**src/sv/qsed_pkg.sv**
```systemverilog
// Package: item types, mode and status codes, character helpers for the string decoder.
`default_nettype none
package qsed_pkg;

  localparam int unsigned QueueDepth = 4;

  typedef struct packed {
    logic [7:0] ch;
    logic       end_of_text;
  } in_item_t;

  typedef struct packed {
    logic [7:0] out_byte;
    logic       byte_valid;
    logic [2:0] status;
    logic       last;
  } out_item_t;

  // one to two results caused by one input word
  typedef struct packed {
    logic      two;
    out_item_t r0;
    out_item_t r1;
  } pair_t;

  typedef enum logic [2:0] {
    ModeQuote = 3'd0,
    ModeStr   = 3'd1,
    ModeBsl   = 3'd2,
    ModeHex   = 3'd3,
    ModeOct   = 3'd4,
    ModeAfter = 3'd5,
    ModeErr   = 3'd6
  } mode_e;

  localparam logic [2:0] StBusy      = 3'd0;
  localparam logic [2:0] StDone      = 3'd1;
  localparam logic [2:0] StNoQuote   = 3'd2;
  localparam logic [2:0] StUnterm    = 3'd3;
  localparam logic [2:0] StNoHex     = 3'd4;
  localparam logic [2:0] StMalformed = 3'd5;

  localparam logic [7:0] ChQuote = 8'h22;
  localparam logic [7:0] ChBsl   = 8'h5C;
  localparam logic [7:0] ChZero  = 8'h30;
  localparam logic [7:0] ChSeven = 8'h37;
  localparam logic [7:0] ChNine  = 8'h39;
  localparam logic [7:0] ChLowA  = 8'h61;
  localparam logic [7:0] ChLowF  = 8'h66;
  localparam logic [7:0] ChUpA   = 8'h41;
  localparam logic [7:0] ChUpF   = 8'h46;
  localparam logic [7:0] ChLowB  = 8'h62;
  localparam logic [7:0] ChLowN  = 8'h6E;
  localparam logic [7:0] ChLowR  = 8'h72;
  localparam logic [7:0] ChLowT  = 8'h74;
  localparam logic [7:0] ChLowV  = 8'h76;
  localparam logic [7:0] ChLowX  = 8'h78;
  localparam logic [7:0] ChSpace = 8'h20;
  localparam logic [7:0] ChTab   = 8'h09;
  localparam logic [7:0] ChLf    = 8'h0A;
  localparam logic [7:0] ChVt    = 8'h0B;
  localparam logic [7:0] ChFf    = 8'h0C;
  localparam logic [7:0] ChCr    = 8'h0D;
  localparam logic [7:0] ChBel   = 8'h07;
  localparam logic [7:0] ChBs    = 8'h08;

  // {valid, value}
  function automatic logic [4:0] hex_digit(input logic [7:0] c);
    logic [7:0] t;
    t = 8'd0;
    if (c >= ChZero && c <= ChNine) begin
      t = c - ChZero;
      return {1'b1, t[3:0]};
    end else if (c >= ChLowA && c <= ChLowF) begin
      t = c - ChLowA + 8'd10;
      return {1'b1, t[3:0]};
    end else if (c >= ChUpA && c <= ChUpF) begin
      t = c - ChUpA + 8'd10;
      return {1'b1, t[3:0]};
    end
    return 5'd0;
  endfunction

  function automatic logic is_oct(input logic [7:0] c);
    return (c >= ChZero) && (c <= ChSeven);
  endfunction

  function automatic logic is_ws(input logic [7:0] c);
    return (c == ChSpace) || (c == ChTab) || (c == ChLf) || (c == ChVt) ||
           (c == ChFf) || (c == ChCr);
  endfunction

endpackage
`default_nettype wire

```
**src/sv/qsed_front.sv**
```systemverilog
// Front part: config register, decode state machine, builds result pairs.
`default_nettype none
module qsed_front (
  input  wire logic             clk_i,
  input  wire logic             rst_ni,
  input  wire logic             accept_i,
  input  wire qsed_pkg::in_item_t item_i,
  input  wire logic             cfg_valid_i,
  input  wire logic             cfg_data_i,
  output qsed_pkg::pair_t       pair_o
);
  import qsed_pkg::*;

  mode_e      mode_q, mode_d;
  logic [7:0] val_q, val_d;
  logic [1:0] dig_q, dig_d;
  logic [2:0] err_q, err_d;
  logic       append_nul_q;

  function automatic mode_e str_next(input logic [7:0] c);
    if (c == ChQuote) return ModeAfter;
    if (c == ChBsl) return ModeBsl;
    return ModeStr;
  endfunction

  always_comb begin
    logic [7:0] c;
    logic [4:0] hx;
    logic [7:0] nv;
    logic [1:0] nd;
    out_item_t  r0;
    out_item_t  r1;
    logic       two;
    c       = item_i.ch;
    hx      = hex_digit(c);
    nv      = 8'd0;
    nd      = dig_q + 2'd1;
    r0      = '0;
    r1      = '0;
    two     = 1'b0;
    mode_d  = mode_q;
    val_d   = val_q;
    dig_d   = dig_q;
    err_d   = err_q;
    if (item_i.end_of_text) begin
      case (mode_q)
        ModeQuote: r0.status = StNoQuote;
        ModeStr:   r0.status = StMalformed;
        ModeBsl:   r0.status = StUnterm;
        ModeHex: begin
          if (dig_q == 2'd0) begin
            r0.status = StNoHex;
          end else begin
            r0.out_byte   = val_q;
            r0.byte_valid = 1'b1;
            r1.status     = StMalformed;
            two           = 1'b1;
          end
        end
        ModeOct: begin
          r0.out_byte   = val_q;
          r0.byte_valid = 1'b1;
          r1.status     = StMalformed;
          two           = 1'b1;
        end
        ModeAfter: begin
          r0.byte_valid = append_nul_q;
          r0.status     = StDone;
        end
        default: begin
          r0.status = (err_q >= StNoQuote && err_q <= StMalformed) ? err_q : StMalformed;
        end
      endcase
      mode_d = ModeQuote;
      val_d  = 8'd0;
      dig_d  = 2'd0;
      err_d  = 3'd0;
    end else begin
      case (mode_q)
        ModeQuote: begin
          if (c == ChQuote) begin
            mode_d = ModeStr;
          end else begin
            mode_d = ModeErr;
            err_d  = StNoQuote;
          end
        end
        ModeStr: begin
          mode_d = str_next(c);
          if (str_next(c) == ModeStr) begin
            r0.out_byte   = c;
            r0.byte_valid = 1'b1;
          end
        end
        ModeBsl: begin
          mode_d        = ModeStr;
          r0.byte_valid = 1'b1;
          case (c)
            ChLowA:  r0.out_byte = ChBel;
            ChLowB:  r0.out_byte = ChBs;
            ChLowF:  r0.out_byte = ChFf;
            ChLowN:  r0.out_byte = ChLf;
            ChLowR:  r0.out_byte = ChCr;
            ChLowT:  r0.out_byte = ChTab;
            ChLowV:  r0.out_byte = ChVt;
            ChLowX: begin
              r0.byte_valid = 1'b0;
              mode_d        = ModeHex;
              val_d         = 8'd0;
              dig_d         = 2'd0;
            end
            default: begin
              if (is_oct(c)) begin
                r0.byte_valid = 1'b0;
                mode_d        = ModeOct;
                val_d         = {5'd0, c[2:0]};
                dig_d         = 2'd1;
              end else begin
                r0.out_byte = c;
              end
            end
          endcase
        end
        ModeHex: begin
          if (hx[4]) begin
            nv = {val_q[3:0], hx[3:0]};
            if (nd >= 2'd2) begin
              r0.out_byte   = nv;
              r0.byte_valid = 1'b1;
              mode_d        = ModeStr;
            end
            val_d = nv;
            dig_d = nd;
          end else if (dig_q == 2'd0) begin
            mode_d = ModeErr;
            err_d  = StNoHex;
          end else begin
            r0.out_byte   = val_q;
            r0.byte_valid = 1'b1;
            mode_d        = str_next(c);
            if (str_next(c) == ModeStr) begin
              r1.out_byte   = c;
              r1.byte_valid = 1'b1;
              two           = 1'b1;
            end
          end
        end
        ModeOct: begin
          if (is_oct(c) && dig_q < 2'd3) begin
            nv = {val_q[4:0], c[2:0]};
            if (nd == 2'd3) begin
              r0.out_byte   = nv;
              r0.byte_valid = 1'b1;
              mode_d        = ModeStr;
            end
            val_d = nv;
            dig_d = nd;
          end else begin
            r0.out_byte   = val_q;
            r0.byte_valid = 1'b1;
            mode_d        = str_next(c);
            if (str_next(c) == ModeStr) begin
              r1.out_byte   = c;
              r1.byte_valid = 1'b1;
              two           = 1'b1;
            end
          end
        end
        ModeAfter: begin
          if (!is_ws(c)) begin
            mode_d = ModeErr;
            err_d  = StMalformed;
          end
        end
        default: mode_d = ModeErr;
      endcase
    end
    r0.last     = ~two;
    r1.last     = 1'b1;
    pair_o.two  = two;
    pair_o.r0   = r0;
    pair_o.r1   = r1;
  end

  always_ff @(posedge clk_i or negedge rst_ni) begin
    if (!rst_ni) begin
      mode_q       <= ModeQuote;
      val_q        <= 8'd0;
      dig_q        <= 2'd0;
      err_q        <= 3'd0;
      append_nul_q <= 1'b1;
    end else begin
      if (accept_i) begin
        mode_q <= mode_d;
        val_q  <= val_d;
        dig_q  <= dig_d;
        err_q  <= err_d;
      end
      if (cfg_valid_i) begin
        append_nul_q <= cfg_data_i;
      end
    end
  end

endmodule
`default_nettype wire

```
**src/sv/qsed_fifo.sv**
```systemverilog
// Short queue of result pairs between the front and back parts.
`default_nettype none
module qsed_fifo #(
  parameter int unsigned Depth = qsed_pkg::QueueDepth
) (
  input  wire logic            clk_i,
  input  wire logic            rst_ni,
  input  wire logic            wr_i,
  input  wire qsed_pkg::pair_t wr_data_i,
  output logic                 full_o,
  input  wire logic            rd_i,
  output qsed_pkg::pair_t      rd_data_o,
  output logic                 empty_o
);
  import qsed_pkg::*;

  localparam int unsigned PtrW = (Depth > 1) ? $clog2(Depth) : 1;
  localparam int unsigned CntW = $clog2(Depth + 1);

  pair_t           mem_q [Depth];
  logic [PtrW-1:0] wptr_q, wptr_d, rptr_q, rptr_d;
  logic [CntW-1:0] cnt_q, cnt_d;
  logic            do_wr, do_rd;

  assign full_o    = (cnt_q == CntW'(Depth));
  assign empty_o   = (cnt_q == '0);
  assign do_wr     = wr_i & ~full_o;
  assign do_rd     = rd_i & ~empty_o;
  assign rd_data_o = mem_q[rptr_q];

  always_comb begin
    wptr_d = wptr_q;
    rptr_d = rptr_q;
    cnt_d  = cnt_q;
    if (do_wr) begin
      wptr_d = (wptr_q == PtrW'(Depth - 1)) ? '0 : wptr_q + PtrW'(1);
    end
    if (do_rd) begin
      rptr_d = (rptr_q == PtrW'(Depth - 1)) ? '0 : rptr_q + PtrW'(1);
    end
    if (do_wr && !do_rd) begin
      cnt_d = cnt_q + CntW'(1);
    end else if (!do_wr && do_rd) begin
      cnt_d = cnt_q - CntW'(1);
    end
  end

  always_ff @(posedge clk_i) begin
    if (do_wr) begin
      mem_q[wptr_q] <= wr_data_i;
    end
  end

  always_ff @(posedge clk_i or negedge rst_ni) begin
    if (!rst_ni) begin
      wptr_q <= '0;
      rptr_q <= '0;
      cnt_q  <= '0;
    end else begin
      wptr_q <= wptr_d;
      rptr_q <= rptr_d;
      cnt_q  <= cnt_d;
    end
  end

endmodule
`default_nettype wire

```
**src/sv/qsed_back.sv**
```systemverilog
// Back part: output register, hands out one or two results per pair.
`default_nettype none
module qsed_back (
  input  wire logic            clk_i,
  input  wire logic            rst_ni,
  input  wire logic            q_empty_i,
  input  wire qsed_pkg::pair_t q_data_i,
  output logic                 q_rd_o,
  input  wire logic            pop_i,
  output logic                 empty_o,
  output qsed_pkg::out_item_t  result_o
);
  import qsed_pkg::*;

  pair_t pair_q;
  logic  valid_q, valid_d;
  logic  sel_q, sel_d;
  logic  fire, done, load;

  assign fire     = pop_i & valid_q;
  assign done     = fire & (~pair_q.two | sel_q);
  assign load     = ~q_empty_i & (~valid_q | done);
  assign q_rd_o   = load;
  assign empty_o  = ~valid_q;
  assign result_o = sel_q ? pair_q.r1 : pair_q.r0;

  always_comb begin
    valid_d = load | (valid_q & ~done);
    sel_d   = sel_q;
    if (load) begin
      sel_d = 1'b0;
    end else if (fire && !done) begin
      sel_d = 1'b1;
    end
  end

  always_ff @(posedge clk_i) begin
    if (load) begin
      pair_q <= q_data_i;
    end
  end

  always_ff @(posedge clk_i or negedge rst_ni) begin
    if (!rst_ni) begin
      valid_q <= 1'b0;
      sel_q   <= 1'b0;
    end else begin
      valid_q <= valid_d;
      sel_q   <= sel_d;
    end
  end

endmodule
`default_nettype wire

```
**src/sv/quoted_string_escape_decoder.sv**
```systemverilog
// Top level: quoted string escape decoder, front decode, pair queue, output stage.
// A result passes the pair queue, then the output register, on its way to the output.
// Throughput: one input word per cycle; a word with two results holds the output two pops.
// The front stalls only when the pair queue is full.
// Reset: decoder back to expecting the opening quote, append_nul set to 1, queues empty.
`default_nettype none
module quoted_string_escape_decoder #(
  parameter int unsigned Depth = qsed_pkg::QueueDepth
) (
  input  wire logic                clk_i,
  input  wire logic                rst_ni,
  input  wire logic                push,
  output logic                     full,
  input  wire qsed_pkg::in_item_t  item_i,
  output logic                     empty,
  input  wire logic                pop,
  output qsed_pkg::out_item_t      result_o,
  input  wire logic                cfg_valid_i,
  output logic                     cfg_ready_o,
  input  wire logic                cfg_data_i
);
  import qsed_pkg::*;

  pair_t front_pair;
  pair_t q_data;
  logic  q_full, q_empty, q_rd, accept;

  assign full        = q_full;
  assign accept      = push & ~q_full;
  assign cfg_ready_o = 1'b1;

  qsed_front u_front (
    .clk_i       (clk_i),
    .rst_ni      (rst_ni),
    .accept_i    (accept),
    .item_i      (item_i),
    .cfg_valid_i (cfg_valid_i),
    .cfg_data_i  (cfg_data_i),
    .pair_o      (front_pair)
  );

  qsed_fifo #(
    .Depth (Depth)
  ) u_fifo (
    .clk_i     (clk_i),
    .rst_ni    (rst_ni),
    .wr_i      (accept),
    .wr_data_i (front_pair),
    .full_o    (q_full),
    .rd_i      (q_rd),
    .rd_data_o (q_data),
    .empty_o   (q_empty)
  );

  qsed_back u_back (
    .clk_i     (clk_i),
    .rst_ni    (rst_ni),
    .q_empty_i (q_empty),
    .q_data_i  (q_data),
    .q_rd_o    (q_rd),
    .pop_i     (pop),
    .empty_o   (empty),
    .result_o  (result_o)
  );

endmodule
`default_nettype wire

```
**config.mk**
```make
export PLATFORM = sky130hd
export DESIGN_NAME = quoted_string_escape_decoder
export DESIGN_NICKNAME = d
export VERILOG_FILES = /design/src/sv/qsed_pkg.sv /design/src/sv/qsed_front.sv /design/src/sv/qsed_fifo.sv /design/src/sv/qsed_back.sv /design/src/sv/quoted_string_escape_decoder.sv
export SDC_FILE = /design/constraint.sdc
export NUM_CORES = 1
export LEC_CHECK = 0
export BUFFER_PORTS_ARGS = -buffer_cell sky130_fd_sc_hd__buf_2
export CORE_AREA = 2 2 94 163
export DETAILED_ROUTE_END_ITERATION = 16
export DIE_AREA = 0 0 96 165
export PLACE_DENSITY = 0.71
export SYNTH_ARGS = -nofsm -noshare
export SYNTH_HDL_FRONTEND = slang
export SYNTH_HIERARCHICAL = 1
export SYNTH_SLANG_ARGS = --single-unit
```
**constraint.sdc**
```tcl
create_clock -name clk_i -period 10 [get_ports clk_i]
set_input_delay 1 -clock clk_i [delete_from_list [all_inputs] [get_ports clk_i]]
set_output_delay 1 -clock clk_i [all_outputs]
set_load 0.02 [all_outputs]
```
* Word level (Yosys, flattened, before mapping)
Memory sizes are Yosys's and may differ from the RTL's. A register that Yosys moved wholly into a read port is not among the register bits. Cells that the tools add are included.
Storage, ports and cells: register bits after elaboration 27, RAM bits 104, logic and storage cells 237, memories 1
Memory list:
- u_fifo.mem_q | words 4, bits a word 26, rd ports 1, clocked after Yosys merged registers in 1, write ports 1, RTL line qsed_fifo.sv:20 | pair_t mem_q [Depth];
Cells by class: add/sub/neg operators 10, $lt $le $gt $ge 11, eq/ne operators 38, mux-type cells 122, bitwise operators 16, reduce and logical (&&, ||, !) cells 28
Operator list (count):
- 9-bit 2-to-1 mux | 13
- 3-bit 2-to-1 mux | 38
- 8-bit by 7-bit equality test with 1-bit output, second input constant | 9
- 8-bit case mux with 8 select lines | 1
- 8-bit by 4-bit equality test with 1-bit output, second input constant | 5
- 8-bit 2-to-1 mux | 5
- 1-bit 2-to-1 mux | 38
- 3-bit case mux with 6 select lines | 2
- 9-bit case mux with 4 select lines | 1
- 8-bit case mux with 2 select lines | 2
- 8-bit case mux with 3 select lines | 1
- 5-bit 2-to-1 mux | 4
- 9-bit case mux with 2 select lines | 1
- 8-bit by 6-bit equality test with 1-bit output, second input constant | 2
- 8-bit by 7-bit >= comparator with 1-bit output, second input constant | 2
- 8-bit by 6-bit less-or-equal comparator with 1-bit output, second input constant | 2
- 8-bit by 7-bit less-or-equal comparator with 1-bit output, second input constant | 2
- 13-bit 2-to-1 mux | 1
- 3-bit by 1-bit equality test with 1-bit output, second input constant | 4
- 2-bit 2-to-1 mux | 6
- 3-bit inequality test, second input constant | 4
- 3-bit case mux with 2 select lines | 2
- 6-bit AND reduction | 2
- 4-bit by 1-bit subtractor with 4-bit output, second input constant | 3
- 32 further kinds | 75

* Longest topological paths before layout
depth in word-level cells 27, depth in mapped cells 11, gate-level depth less buffers 10

* Modules after synthesis
The synthesis kept the hierarchy.
By module, submodules not included:
- qsed_fifo | times used 1, cells each 178, area an instance 4336.7 um^2, seq. area each 3418.3 um^2
- qsed_front | times used 1, cells each 314, area an instance 2331.0 um^2, seq. area each 426.7 um^2
- qsed_back | times used 1, cells each 53, area an instance 1121.1 um^2, seq. area each 860.8 um^2
- quoted_string_escape_decoder | times used 1, cells each 3, area an instance 25.0 um^2, seq. area each 0.0 um^2

* Least setup slack after synthesis
No wires, ideal clock.
kind input to register, start input pop, end register u_fifo.cnt_q[1], library setup time 125 ps, data arrival time 3783 ps, required time 9875 ps, path slack 6092 ps, stages 7, cell sequence nand2_1 -> a21oi_1 -> o31ai_2 -> ha_1 -> inv_1 -> fa_1 -> mux2_2
Between the ends: cells in the longest elaborated chain, start to end 8, elaborated cells on any way between the ends 10, those cells by class mux (1); bitwise (5); reduce/logical (4)
RTL lines:
- from (decl) | RTL line quoted_string_escape_decoder.sv:16 | input wire logic pop,
- 1-bit bitwise AND | RTL line qsed_back.sv:20 | assign fire = pop_i & valid_q;
- 1-bit bitwise AND | RTL line qsed_back.sv:21 | assign done = fire & (~pair_q.two | sel_q);
- 1-bit bitwise OR | RTL line qsed_back.sv:22 | assign load = ~q_empty_i & (~valid_q | done);
- 1-bit bitwise AND | RTL line qsed_back.sv:22
- via q_rd | RTL line quoted_string_escape_decoder.sv:26 | logic q_full, q_empty, q_rd, accept;
- 1-bit bitwise AND | RTL line qsed_fifo.sv:28 | assign do_rd = rd_i & ~empty_o;
- 1-bit zero test | RTL line qsed_fifo.sv:41 | if (do_wr && !do_rd) begin
- 1-bit logical AND | RTL line qsed_fifo.sv:41
- 3-bit 2-to-1 mux | RTL line qsed_fifo.sv:41
- via u_fifo.cnt_d[1] | RTL line qsed_fifo.sv:22 | logic [CntW-1:0] cnt_q, cnt_d;
- to (signal assigned) | RTL line qsed_fifo.sv:62 | cnt_q <= cnt_d;
- to (decl) | RTL line qsed_fifo.sv:22
The timed path passes the listed nets, and every way through them passes these cells. A chain may end at the register's enable or synchronous reset.

==> results.ini <==
[run_status]
status=completed

[yosys]
synth-main-ff-cell=edfxtp_1
ys_types=83
synth_warnings=6
syn_inst=548
synth-edff-count=135
ys_async_sr_fraction_pct=16.1
synthTopCellsByArea=edfxtp_1 52%, dfrtp_1 8.0%, mux4_2 7.8%
netlist_top_cells_count=135 x edfxtp_1, 42 x nand2_1, 27 x mux4_2
syn_nets=579
synth_top_area_share_pct=51.9
synth-seq-cells=161
syn_area_per_cell_um2=14.3
ys_seq_area_share_pct=60.2
synth_most_common_cell=edfxtp_1
synth.cell_area_um2=7810
synth_largest_area_cell=edfxtp_1

[pwr]
p_per_area_nw_per_um2=289
p_clk_share_pct=24.9
switching_share_pct=33.3
p_switching_w=0.000831
combPwrFrac_pct=31.7
seq_power_share_pct=43.3
p_int_w=0.00166
power_w=0.00249
leakagePower_nw=3.08
vdd_drop_max_v=0.000170

[critical_path]
rrSetupSlack_ns=6.74
path_class=in2reg
end_kind=register
reg2reg_to=u_fifo/mem_q[2][13]
cp_max_fo=13
critPathRequiredTime_ns=10.15
reg2reg_from=u_front/mode_q[1]
rr_worst_depth=6
crit_arrival_ns=3.66
crit_path_start_kind=primary input

[global_route]
antenna_found_initial=0
grt_pass1_vias=4966
grt_max_degree=31
grt_util_all_layers_pct=24.6
grt_pass1_wl_um=28200
grt_overflow=0

[place]
place_ws_ns=6.10
post-dp-hpwl_um=12900
io_buffers=29
placed_cell_area_um2=8060
gp_congestion=0.939

[sta]
tns_ns=0
rsz0062_at_grt=false
hold_violations=0
fin_worst_skew_ns=0.0111
setup_slack_ns=6.49
drv_slew=0
final.period_utilization_pct=35.1
slew_headroom_pct=44.2
min_period_ns=3.51
setup_viol=0
fmax_mhz=285
worst_pin_slew_ns=0.837

[layout]
nets=602
diodes=0
fin_util_pct=59.8
drive_gt1_share_pct=23.8
fin_area_um2=8630
fill_cells=1135
areaGrowthSynthToFinish_pct=10.5

[die]
die_w_um=96
rows=58
initial_utilization_pct=54.1
die_y_um=165
ios=31
core_um2=14400
die_area_um2=15800

[drt]
vias=4751
drcViolationCount=0
drt_wl_total_um=18100
viasPerCell=6.22
drtIter0Drc=317
wl_per_cell_um=23.7
antenna_left=0
dr.pass1.iters=5

[worst_hold_path]
hp-start=u_front/val_q[7]
min_to=u_front/val_q[7]
hp-class=reg2reg
whs_path_depth=2

[clocking]
cts_tree=yes
clockBufferDepth=2
post_cts.repair.setup_buffers=0
clk_pin_slew_ns=0.07
cts_resized=0
cts_sinks=161
insertion_delay_ns=0.41
cts_buffers=17
hold_buffers=0
cts_root_buf=clkbuf_16
htree_num_levels=4

[run]
drv_cap=0

==> through the flow <==
step	hold WS, ns	instances
after floorplan	0.448	548
after global placement	0.483	732
after detailed placement	0.486	732
after CTS	0.502	764
after global routing	0.519	764
final	0.499	764
==> sequential cells by signal, indices dropped and copies added (netlist names) <==
| name | count |
|---|---|
| u_fifo/mem_q | 108 |
| u_back/pair_q | 27 |
| u_front/val_q | 8 |
| u_fifo/cnt_q | 3 |
| u_front/err_q | 3 |
| u_front/mode_q | 3 |
| u_fifo/rptr_q | 2 |
| u_fifo/wptr_q | 2 |
| u_front/dig_q | 2 |
| u_back/sel_q | 1 |
| u_back/valid_q | 1 |
| u_front/append_nul_q | 1 |
==> final cells by class <==
| class | instances | area [µm²] | share of cell area (%) |
|---|---|---|---|
| Inverter | 21 | 78.8 | 0.913 |
| Timing Repair Buffer | 39 | 220 | 2.55 |
| Tap cell | 180 | 225 | 2.61 |
| Sequential cell | 161 | 4710 | 54.5 |
| Clock buffer | 18 | 429 | 4.97 |
| Clock inverter | 14 | 143 | 1.65 |
| Multi-Input combinational cell | 331 | 2830 | 32.8 |
==> layer usage <==
metal  global-route usage [%]  part of all wire [%]  up-vias  wire length, µm
li1                         -                     -     2186                -
met1                     27.6                    36     2383             6560
met2                     43.8                    56      139            10200
met3                     3.60                   2.9       43              518
met4                     13.4                   4.6        0              828
met5                        0                     0        -                0
==> cells in the final DEF (no fill, tap or decap), drive strengths merged, types with 5 or more instances in the layout <==
master | Yosys | routed
edfxtp | 135 | 135
nand2 | 43 | 43
buf | 21 | 39
o21ai | 28 | 28
inv | 21 | 28
mux4 | 27 | 27
dfrtp | 25 | 25
a21oi | 21 | 21
mux2 | 19 | 19
clkbuf | 14 | 18
nor2 | 16 | 16
ha | 15 | 15
and2 | 14 | 14
nor3 | 11 | 11
nor2b | 8 | 8
nand3 | 7 | 7
o31ai | 7 | 7
a22o | 6 | 6
a22oi | 6 | 6
nand2b | 6 | 6
nor4 | 5 | 5
o32ai | 5 | 5
and3 | 5 | 5
o211ai | 5 | 5
==> critical path, stage by stage <==
cell and delay [ns]:
buf_2 0.24, inv_1 0.15, ha_1 0.32, o21ba_2 0.25
o21ai_4 0.26, o211ai_2 0.22, a2111oi_4 0.79, nand2b_1 0.30
inv_1 0.12
==> how the worst max path moves through the flow <==
stage | startpoint | to | slack, ns
2_1_floorplan | pop | u_fifo/cnt_q[1] | 6.09
3_3_place_gp | item_i[1] | u_fifo/mem_q[0][13] | 6.25
3_5_place_dp | item_i[1] | u_fifo/mem_q[0][13] | 6.10
4_1_cts | item_i[1] | u_fifo/mem_q[1][13] | 6.53
5_1_grt | item_i[1] | u_fifo/mem_q[1][13] | 6.34
6_report | item_i[1] | u_fifo/mem_q[2][13] | 6.49
==> cells by family after synthesis <==
kind of cell	count (synthesis)	synth area share, %
fa+ha+maj	16	2.66
flops	161	60.2
xor+xnor	5	0.560
other cells	3	0.144
mux	47	11.2
compound gates	126	12.4
buf+inv	56	3.59
simple gates	134	9.22
==> power groups by stage <==
| stage | clock network [W] | logic, W | registers [W] |
|---|---|---|---|
| detailed placement | 0 | 0.000797 | 0.00109 |
| floorplan | 0 | 0.000640 | 0.00103 |
| CTS | 0.000633 | 0.000801 | 0.00108 |
| global route | 0.000661 | 0.000865 | 0.00110 |
| global placement | 0 | 0.000782 | 0.00108 |
| finish | 0.000622 | 0.000791 | 0.00108 |
No activity file was read; power rests on OpenSTA's default activity.
